--- src/sv/brb_pkg.sv ---
// Shared constants, types and codes for the byte ring buffer with match.
`default_nettype none
package brb_pkg;

	localparam int RING_SIZE   = 256;
	localparam int PTR_W       = $clog2(RING_SIZE);
	localparam int MAX_PATTERN = 8;
	localparam int MAX_BURST   = 64;
	localparam int CNT_W       = $clog2(MAX_BURST + 1);
	localparam int LEN_W       = (PTR_W > 8) ? PTR_W : 8;
	localparam int PIDX_W      = (MAX_PATTERN > 1) ? $clog2(MAX_PATTERN) : 1;

	typedef enum logic [2:0] {
		OP_PUSH    = 3'd0,
		OP_READ    = 3'd1,
		OP_POP     = 3'd2,
		OP_PEEK    = 3'd3,
		OP_CONSUME = 3'd4,
		OP_CLEAR   = 3'd5,
		OP_PREFIX  = 3'd6,
		OP_SUFFIX  = 3'd7
	} op_t;

	typedef enum logic [1:0] {
		MC_NONE    = 2'd0,
		MC_PARTIAL = 2'd1,
		MC_FULL    = 2'd2
	} match_code_t;

	typedef enum logic [2:0] {
		ST_IDLE,
		ST_RD_ADDR,
		ST_RD_DATA,
		ST_CMP_ADDR,
		ST_CMP_DATA,
		ST_CMP_RES
	} state_t;

	typedef struct packed {
		logic [2:0]  opcode;
		logic [7:0]  data_in;
		logic [7:0]  count;
		logic [63:0] pattern;
		logic [3:0]  pattern_len;
	} item_t;

	typedef struct packed {
		logic [7:0] data_out;
		logic       data_valid;
		logic       last;
		logic [7:0] amount;
		logic       overwrote;
		logic [1:0] match_code;
		logic       suffix_match;
	} result_t;

	// classified request handed from front to back
	typedef struct packed {
		op_t         op;
		logic [7:0]  data;
		logic [7:0]  count;
		logic [63:0] pattern;
		logic [3:0]  plen;
	} req_t;

endpackage
`default_nettype wire

--- src/sv/brb_ram.sv ---
// Generic single-write, single-read RAM with registered read data.
`default_nettype none
module brb_ram #(
	parameter int WIDTH = 8,
	parameter int DEPTH = 256
) (
	input  wire logic                     clk,
	input  wire logic                     wr_en,
	input  wire logic [$clog2(DEPTH)-1:0] wr_addr,
	input  wire logic [WIDTH-1:0]         wr_data,
	input  wire logic                     rd_en,
	input  wire logic [$clog2(DEPTH)-1:0] rd_addr,
	output logic      [WIDTH-1:0]         rd_data_q
);

	logic [WIDTH-1:0] mem_q [DEPTH];

	always_ff @(posedge clk) begin
		if (wr_en) begin
			mem_q[wr_addr] <= wr_data;
		end
		if (rd_en) begin
			rd_data_q <= mem_q[rd_addr];
		end
	end

endmodule
`default_nettype wire

--- src/sv/brb_front.sv ---
// Front end: accepts requests, saturates pattern length, queues them for the back end.
`default_nettype none
module brb_front (
	input  wire logic           clk,
	input  wire logic           arst_n,
	input  wire logic           push,
	output logic                full,
	input  wire brb_pkg::item_t item,
	output logic                req_valid,
	output brb_pkg::req_t       req,
	input  wire logic           req_take
);
	import brb_pkg::*;

	req_t       entry_q [2];
	logic       wr_ptr_q;
	logic       rd_ptr_q;
	logic [1:0] cnt_q;
	logic       wr;
	req_t       cls;

	always_comb begin
		cls.op      = op_t'(item.opcode);
		cls.data    = item.data_in;
		cls.count   = item.count;
		cls.pattern = item.pattern;
		cls.plen    = (item.pattern_len > 4'(MAX_PATTERN)) ? 4'(MAX_PATTERN)
		                                                   : item.pattern_len;
	end

	assign full      = (cnt_q == 2'd2);
	assign wr        = push && !full;
	assign req_valid = (cnt_q != 2'd0);
	assign req       = entry_q[rd_ptr_q];

	always_ff @(posedge clk) begin
		if (wr) begin
			entry_q[wr_ptr_q] <= cls;
		end
	end

	always_ff @(posedge clk or negedge arst_n) begin
		if (!arst_n) begin
			wr_ptr_q <= 1'b0;
			rd_ptr_q <= 1'b0;
			cnt_q    <= 2'd0;
		end else begin
			if (wr) begin
				wr_ptr_q <= !wr_ptr_q;
			end
			if (req_take) begin
				rd_ptr_q <= !rd_ptr_q;
			end
			cnt_q <= cnt_q + 2'(wr) - 2'(req_take);
		end
	end

endmodule
`default_nettype wire

--- src/sv/brb_outq.sv ---
// Two-entry result queue between the back end and the result ports.
`default_nettype none
module brb_outq (
	input  wire logic             clk,
	input  wire logic             arst_n,
	input  wire logic             wr_en,
	input  wire brb_pkg::result_t wr_data,
	output logic                  wr_full,
	output logic                  empty,
	input  wire logic             pop,
	output brb_pkg::result_t      result
);
	import brb_pkg::*;

	result_t    entry_q [2];
	logic       wr_ptr_q;
	logic       rd_ptr_q;
	logic [1:0] cnt_q;
	logic       rd;

	assign wr_full = (cnt_q == 2'd2);
	assign empty   = (cnt_q == 2'd0);
	assign rd      = pop && !empty;
	assign result  = entry_q[rd_ptr_q];

	always_ff @(posedge clk) begin
		if (wr_en) begin
			entry_q[wr_ptr_q] <= wr_data;
		end
	end

	always_ff @(posedge clk or negedge arst_n) begin
		if (!arst_n) begin
			wr_ptr_q <= 1'b0;
			rd_ptr_q <= 1'b0;
			cnt_q    <= 2'd0;
		end else begin
			if (wr_en) begin
				wr_ptr_q <= !wr_ptr_q;
			end
			if (rd) begin
				rd_ptr_q <= !rd_ptr_q;
			end
			cnt_q <= cnt_q + 2'(wr_en) - 2'(rd);
		end
	end

endmodule
`default_nettype wire

--- src/sv/brb_back.sv ---
// Back end: pointer state, byte store sequencing, reads and pattern compares.
`default_nettype none
module brb_back (
	input  wire logic           clk,
	input  wire logic           arst_n,
	input  wire logic           req_valid,
	input  wire brb_pkg::req_t  req,
	output logic                req_take,
	input  wire logic           out_full,
	output logic                out_wr,
	output brb_pkg::result_t    out_data
);
	import brb_pkg::*;

	state_t            state_q, state_d;
	logic [PTR_W-1:0]  wp_q, wp_d;
	logic [PTR_W-1:0]  rp_q, rp_d;
	logic [PTR_W-1:0]  base_q, base_d;
	logic [CNT_W-1:0]  n_q, n_d;
	logic [CNT_W-1:0]  idx_q, idx_d;
	logic [CNT_W-1:0]  idx_inc;
	logic [7:0]        amount_q, amount_d;
	logic [63:0]       pat_q, pat_d;
	logic              pfx_q, pfx_d;
	logic              partial_q, partial_d;
	logic              match_q, match_d;

	logic              ram_wr;
	logic              ram_rd;
	logic [PTR_W-1:0]  ram_rd_addr;
	logic [7:0]        ram_rd_data;

	logic [PTR_W-1:0]  used;
	logic [LEN_W-1:0]  used_x;
	logic [LEN_W-1:0]  cnt_x;
	logic [LEN_W-1:0]  plen_x;
	logic [LEN_W-1:0]  take_n;
	logic [LEN_W-1:0]  burst_n;
	logic [LEN_W-1:0]  cmp_n;
	logic              is_full;
	logic [7:0]        pat_byte;

	assign used    = wp_q - rp_q;
	assign used_x  = LEN_W'(used);
	assign cnt_x   = LEN_W'(req.count);
	assign plen_x  = LEN_W'(req.plen);
	assign take_n  = (cnt_x < used_x) ? cnt_x : used_x;
	assign burst_n = (take_n > LEN_W'(MAX_BURST)) ? LEN_W'(MAX_BURST) : take_n;
	assign cmp_n   = (plen_x < used_x) ? plen_x : used_x;
	assign is_full = (used == {PTR_W{1'b1}});
	assign idx_inc = idx_q + CNT_W'(1);
	assign pat_byte = pat_q[8 * idx_q[PIDX_W-1:0] +: 8];
	assign ram_rd_addr = base_q + PTR_W'(idx_q);

	brb_ram #(
		.WIDTH (8),
		.DEPTH (RING_SIZE)
	) u_store (
		.clk       (clk),
		.wr_en     (ram_wr),
		.wr_addr   (wp_q),
		.wr_data   (req.data),
		.rd_en     (ram_rd),
		.rd_addr   (ram_rd_addr),
		.rd_data_q (ram_rd_data)
	);

	always_comb begin
		state_d   = state_q;
		wp_d      = wp_q;
		rp_d      = rp_q;
		base_d    = base_q;
		n_d       = n_q;
		idx_d     = idx_q;
		amount_d  = amount_q;
		pat_d     = pat_q;
		pfx_d     = pfx_q;
		partial_d = partial_q;
		match_d   = match_q;
		req_take  = 1'b0;
		ram_wr    = 1'b0;
		ram_rd    = 1'b0;
		out_wr    = 1'b0;
		out_data  = '0;
		out_data.last = 1'b1;

		case (state_q)
			ST_IDLE: begin
				if (req_valid && !out_full) begin
					req_take  = 1'b1;
					idx_d     = '0;
					base_d    = rp_q;
					pat_d     = req.pattern;
					match_d   = 1'b1;
					case (req.op)
						OP_PUSH: begin
							ram_wr = 1'b1;
							wp_d   = wp_q + PTR_W'(1);
							if (is_full) begin
								rp_d = wp_q + PTR_W'(2);
							end
							out_wr             = 1'b1;
							out_data.amount    = 8'd1;
							out_data.overwrote = is_full;
						end
						OP_READ: begin
							if (burst_n == '0) begin
								out_wr = 1'b1;
							end else begin
								n_d      = CNT_W'(burst_n);
								amount_d = 8'(burst_n);
								rp_d     = rp_q + PTR_W'(burst_n);
								state_d  = ST_RD_ADDR;
							end
						end
						OP_POP, OP_PEEK: begin
							if (used == '0) begin
								out_wr = 1'b1;
							end else begin
								n_d      = CNT_W'(1);
								amount_d = 8'd1;
								if (req.op == OP_POP) begin
									rp_d = rp_q + PTR_W'(1);
								end
								state_d = ST_RD_ADDR;
							end
						end
						OP_CONSUME: begin
							rp_d            = rp_q + PTR_W'(take_n);
							out_wr          = 1'b1;
							out_data.amount = 8'(take_n);
						end
						OP_CLEAR: begin
							wp_d   = '0;
							rp_d   = '0;
							out_wr = 1'b1;
						end
						OP_PREFIX: begin
							if (used == '0 || req.plen == 4'd0) begin
								out_wr = 1'b1;
							end else begin
								n_d       = CNT_W'(cmp_n);
								pfx_d     = 1'b1;
								partial_d = (plen_x != cmp_n);
								state_d   = ST_CMP_ADDR;
							end
						end
						OP_SUFFIX: begin
							if (req.plen == 4'd0 || used_x < plen_x) begin
								out_wr = 1'b1;
							end else begin
								n_d     = CNT_W'(req.plen);
								base_d  = wp_q - PTR_W'(req.plen);
								pfx_d   = 1'b0;
								state_d = ST_CMP_ADDR;
							end
						end
						default: begin
							out_wr = 1'b1;
						end
					endcase
				end
			end
			ST_RD_ADDR: begin
				ram_rd  = 1'b1;
				state_d = ST_RD_DATA;
			end
			ST_RD_DATA: begin
				if (!out_full) begin
					out_wr              = 1'b1;
					out_data.data_out   = ram_rd_data;
					out_data.data_valid = 1'b1;
					out_data.amount     = amount_q;
					out_data.last       = (idx_inc == n_q);
					idx_d               = idx_inc;
					state_d             = (idx_inc == n_q) ? ST_IDLE : ST_RD_ADDR;
				end
			end
			ST_CMP_ADDR: begin
				ram_rd  = 1'b1;
				state_d = ST_CMP_DATA;
			end
			ST_CMP_DATA: begin
				if (ram_rd_data != pat_byte) begin
					match_d = 1'b0;
				end
				idx_d   = idx_inc;
				state_d = (idx_inc == n_q) ? ST_CMP_RES : ST_CMP_ADDR;
			end
			ST_CMP_RES: begin
				if (!out_full) begin
					out_wr = 1'b1;
					if (pfx_q) begin
						if (!match_q) begin
							out_data.match_code = MC_NONE;
						end else if (partial_q) begin
							out_data.match_code = MC_PARTIAL;
						end else begin
							out_data.match_code = MC_FULL;
						end
					end else begin
						out_data.suffix_match = match_q;
					end
					state_d = ST_IDLE;
				end
			end
			default: begin
				state_d = ST_IDLE;
			end
		endcase
	end

	always_ff @(posedge clk or negedge arst_n) begin
		if (!arst_n) begin
			state_q <= ST_IDLE;
			wp_q    <= '0;
			rp_q    <= '0;
		end else begin
			state_q <= state_d;
			wp_q    <= wp_d;
			rp_q    <= rp_d;
		end
	end

	always_ff @(posedge clk) begin
		base_q    <= base_d;
		n_q       <= n_d;
		idx_q     <= idx_d;
		amount_q  <= amount_d;
		pat_q     <= pat_d;
		pfx_q     <= pfx_d;
		partial_q <= partial_d;
		match_q   <= match_d;
	end

endmodule
`default_nettype wire

--- src/sv/byte_ring_buffer_with_match.sv ---
// Top level of the byte ring buffer with prefix and suffix match.
//
// Requests enter a two-entry queue and results leave through a two-entry
// queue; the back end between them works on one request at a time. Push,
// consume, clear, and any request that finds nothing to read or compare
// finish in the idle state. A read, pop or peek that delivers bytes passes
// an address and a data state per byte; a compare passes an address and a
// data state per byte, then a result state. The byte store is a single RAM
// with one registered read port, read once per byte. A full result queue
// holds the back end in idle, read-data and result states. Store contents
// need no clearing after reset; only bytes from tail to head are ever read.
`default_nettype none
module byte_ring_buffer_with_match (
	input  wire logic           clk,
	input  wire logic           arst_n,
	input  wire logic           push,
	output logic                full,
	input  wire brb_pkg::item_t item,
	output logic                empty,
	input  wire logic           pop,
	output brb_pkg::result_t    result
);
	import brb_pkg::*;

	logic    req_valid;
	req_t    req;
	logic    req_take;
	logic    out_full;
	logic    out_wr;
	result_t out_data;

	brb_front u_front (
		.clk       (clk),
		.arst_n    (arst_n),
		.push      (push),
		.full      (full),
		.item      (item),
		.req_valid (req_valid),
		.req       (req),
		.req_take  (req_take)
	);

	brb_back u_back (
		.clk       (clk),
		.arst_n    (arst_n),
		.req_valid (req_valid),
		.req       (req),
		.req_take  (req_take),
		.out_full  (out_full),
		.out_wr    (out_wr),
		.out_data  (out_data)
	);

	brb_outq u_outq (
		.clk     (clk),
		.arst_n  (arst_n),
		.wr_en   (out_wr),
		.wr_data (out_data),
		.wr_full (out_full),
		.empty   (empty),
		.pop     (pop),
		.result  (result)
	);

endmodule
`default_nettype wire
--- config.mk ---
export PLATFORM = sky130hd
export DESIGN_NAME = byte_ring_buffer_with_match
export DESIGN_NICKNAME = d
export VERILOG_FILES = /design/src/sv/brb_pkg.sv /design/src/sv/brb_ram.sv /design/src/sv/brb_front.sv /design/src/sv/brb_outq.sv /design/src/sv/brb_back.sv /design/src/sv/byte_ring_buffer_with_match.sv
export SDC_FILE = /design/constraint.sdc
export NUM_CORES = 2
export LEC_CHECK = 0
export ABC_AREA = 1
export BUFFER_PORTS_ARGS = -buffer_cell sky130_fd_sc_hd__buf_4
export CELL_PAD_IN_SITES_DETAIL_PLACEMENT = 1
export CELL_PAD_IN_SITES_GLOBAL_PLACEMENT = 1
export CORE_MARGIN = 2
export CORE_UTILIZATION = 49
export DETAILED_ROUTE_END_ITERATION = 10
export GPL_ROUTABILITY_DRIVEN = 0
export PLACE_DENSITY_LB_ADDON = 0.12
export SYNTH_ARGS = -nofsm -noshare
export SYNTH_HDL_FRONTEND = slang
export SYNTH_SLANG_ARGS = --single-unit
export TNS_END_PERCENT = 20
--- constraint.sdc ---
create_clock -name clk -period 7.2 [get_ports clk]
set_input_delay 1.08 -clock clk [delete_from_list [all_inputs] [get_ports clk]]
set_output_delay 1.08 -clock clk [all_outputs]
set_load 0.01 [all_outputs]
==> results.py <==
metrics = {
    "detailed_routing": {
        "drt_wl_total_um": 286000,
        "drtPass1Iterations": 5,
        "drt_iter0_drc": 6326,
        "via_per_inst": 5.97,
        "drt-wirelength-per-cell_um": 26.7,
        "drc": 0,
        "vias": 64000,
        "ant_nets": 0,
    },
    "setup_path": {
        "slowest_stage": "xor2_1",
        "critPathLaunchType": "register",
        "arrival_ns": 6.42,
        "endpoint_kind": "register",
        "cpPeakStageDelay_ns": 0.43,
        "worstPathRequired_ns": 7.96,
        "timing_worst_setup_path_type": "reg -> reg",
        "crit_top_cell": "nand2_1",
        "crit_fanout": 9,
    },
    "timing": {
        "fin_skew_ns": 0.0366,
        "min_period_over_period": 0.785,
        "final.setup.tns_ns": 0,
        "fmax_mhz": 177,
        "maxSlewViolCount": 0,
        "post-route-min-period_ns": 5.66,
        "hold_violations": 0,
        "grt_setup_unrepaired": "false",
        "slew_headroom": 0.125,
        "tightest_slew_ns": 1.31,
        "finalSetupViolCount": 0,
    },
    "floorplanning": {
        "io_pins": 115,
        "rows": 164,
        "start_util": 0.492,
        "die_area_um2": 204000,
        "die_h_um": 451,
        "die_w_um": 451,
        "core_um2": 199000,
    },
    "final_layout": {
        "fillers": 19700,
        "drive_above_1_share": 0.0859,
        "multi_input_area_um2": 23800,
        "nNetsFinal": 8008,
        "final-seq-area_um2": 71900,
        "final_util": 0.549,
        "area_growth_pct": 11.5,
    },
    "clocking": {
        "cts_resized": 0,
        "htreeDepth": 4,
        "post_cts_buffers": 0,
        "cts_made_buffers": 241,
        "cts_sinks": 2398,
        "postCtsHoldBufs": 0,
        "clk_pin_slew_worst_paths_ns": 0.06,
        "clk_latency_ns": 0.89,
        "cts_tree": "done",
        "cts_root_buffer": "clkbuf_16",
        "clockBufferDepth": 3,
    },
    "run": {
        "maxCapViolations": 0,
    },
    "global_route": {
        "grt_pass1_wl_um": 427000,
        "antenna_found_initial": 7,
        "gr-usage-all-layers": 0.278,
        "grt_pass1_vias": 66400,
        "grt_max_degree": 215,
        "grt_overflow": 0,
    },
    "synthesis": {
        "async_flop_share": 0.0113,
        "synth_ff_type": "edfxtp_1",
        "yosys_warnings": 0,
        "synth_cells": 7922,
        "syn_area_um2": 98000,
        "synth.avg_cell_area_um2": 12.4,
        "synth_nets": 8062,
        "synth_edf_count": 2371,
        "synth-seq-cells": 2398,
        "ys_seq_area_frac": 0.733,
        "synth_cell_type_count": 56,
    },
    "placed_design": {
        "dpl.hpwl_um": 165000,
        "port_buffers": 114,
    },
    "outcome": {
        "status": "finished, final reports clean",
    },
    "worst_hold_path": {
        "hold_path.class": "in -> async",
    },
}
metrics by stage:
step | setup slack [ns] | cells | cell area, um2 | hold slack, ns
4_1_cts | 1.59 | 10700 | 109000 | 0.0886
5_1_grt | 1.12 | 10700 | 109000 | 0.135
2_1_floorplan | 1.80 | 7922 | 98000 | 0.470
3_3_place_gp | 1.80 | 10300 | 102000 | 0.490
6_report | 1.54 | 10700 | 109000 | 0.134
3_5_place_dp | 1.63 | 10300 | 102000 | 0.498
kinds of logic after synthesis:
group           after synthesis  synth area share
compound gates             1341            0.0909
xor+xnor                     47           0.00420
fa+ha+maj                    49           0.00656
buf+inv                     665            0.0264
flops                      2398             0.733
mux                           2          0.000204
other cells                   1         0.0000382
simple gates               3419             0.139
worst max-delay path: cells and delay by family, from the launching register on:
family / cells / cell delay [ns]
fa+ha+maj: 4 / 1.20
flops: 1 / 0.40
compound gates: 4 / 0.87
buf+inv: 5 / 0.54
xor+xnor: 2 / 0.67
simple gates: 19 / 1.84
sequential cells by signal (all words and copies together), names as in the netlist, 3 cells and up:
register and cells:
u_back.pat_q 64, u_back.u_store.rd_data_q 8, u_outq.entry_q 44, u_back.base_q 8, u_back.wp_q 8, u_back.amount_q 8, u_back.state_q 3, u_back.idx_q 7
u_back.u_store.mem_q 2048, u_back.rp_q 8, u_front.entry_q 174, u_back.n_q 7
layer usage:
layer,routed length (um),up-vias,track usage
met1,122000,32900,0.384
met2,138000,2027,0.458
met4,9760,4,0.0974
li1,-,28600,-
met5,27,-,0
met3,16600,454,0.0351
synthesized netlist by cell type, types with 6 or more instances:
cell / count / share of area
edfxtp_1: 2371 / 0.73
nor2_1: 1924 / 0.074
nand2_1: 1083 / 0.041
o21ai_0: 656 / 0.033
o32ai_1: 513 / 0.046
clkbuf_1: 445 / 0.017
nand3_1: 298 / 0.015
inv_1: 130 / 0.0050
a21oi_1: 67 / 0.0034
o211ai_1: 54 / 0.0041
ha_1: 45 / 0.0057
xor2_1: 38 / 0.0034
buf_2: 36 / 0.0018
buf_1: 34 / 0.0013
nor2_2: 34 / 0.0022
dfrtp_1: 27 / 0.0069
nand4_1: 23 / 0.0015
nor2_4: 13 / 0.0015
inv_2: 12 / 0.00046
nor3_1: 12 / 0.00061
o22ai_1: 12 / 0.00077
o21a_1: 11 / 0.00084
or2_2: 10 / 0.00064
xnor2_1: 9 / 0.00080
o221ai_1: 7 / 0.00063
buf_6: 6 / 0.00069
cells in the final DEF (no fill, tap or decap), types with 66 or more instances in the layout:
cell type / synthesis / layout
edfxtp_1: 2371 / 2371
nor2_1: 1924 / 1919
nand2_1: 1083 / 1068
o21ai_0: 656 / 656
o32ai_1: 513 / 513
nand3_1: 298 / 290
clkbuf_16: 0 / 245
buf_4: 0 / 195
inv_1: 130 / 127
a21oi_1: 67 / 66
area by class of cell:
cell class                      instances  share of cell area
Antenna cell                            1           0.0000229
Multi-Input combinational cell       4859               0.218
Clock buffer                          297              0.0579
Clock inverter                        149              0.0125
Timing Repair Buffer                  224              0.0187
Inverter                              144             0.00513
Sequential cell                      2398               0.657
Tap cell                             2656              0.0304
path summary, 6_finish.rpt:
check,from,to,slack (ns),cells after the start
max in group asynchronous,arst_n,u_back.wp_q[2],6.74,1
max,u_back.wp_q[0],u_back.rp_q[7],1.54,34
max reg2reg,u_back.wp_q[0],u_back.rp_q[7],1.54,34
min in group clk,item[13],u_front.entry_q[1][13],0.37,1
min,arst_n,u_outq.cnt_q[0],0.13,1
min reg2reg,u_front.entry_q[0][7],u_back.pat_q[3],0.50,2
Power is not shown: default switching activity piles up to over one toggle a cycle in this logic, so the estimate is an artifact.
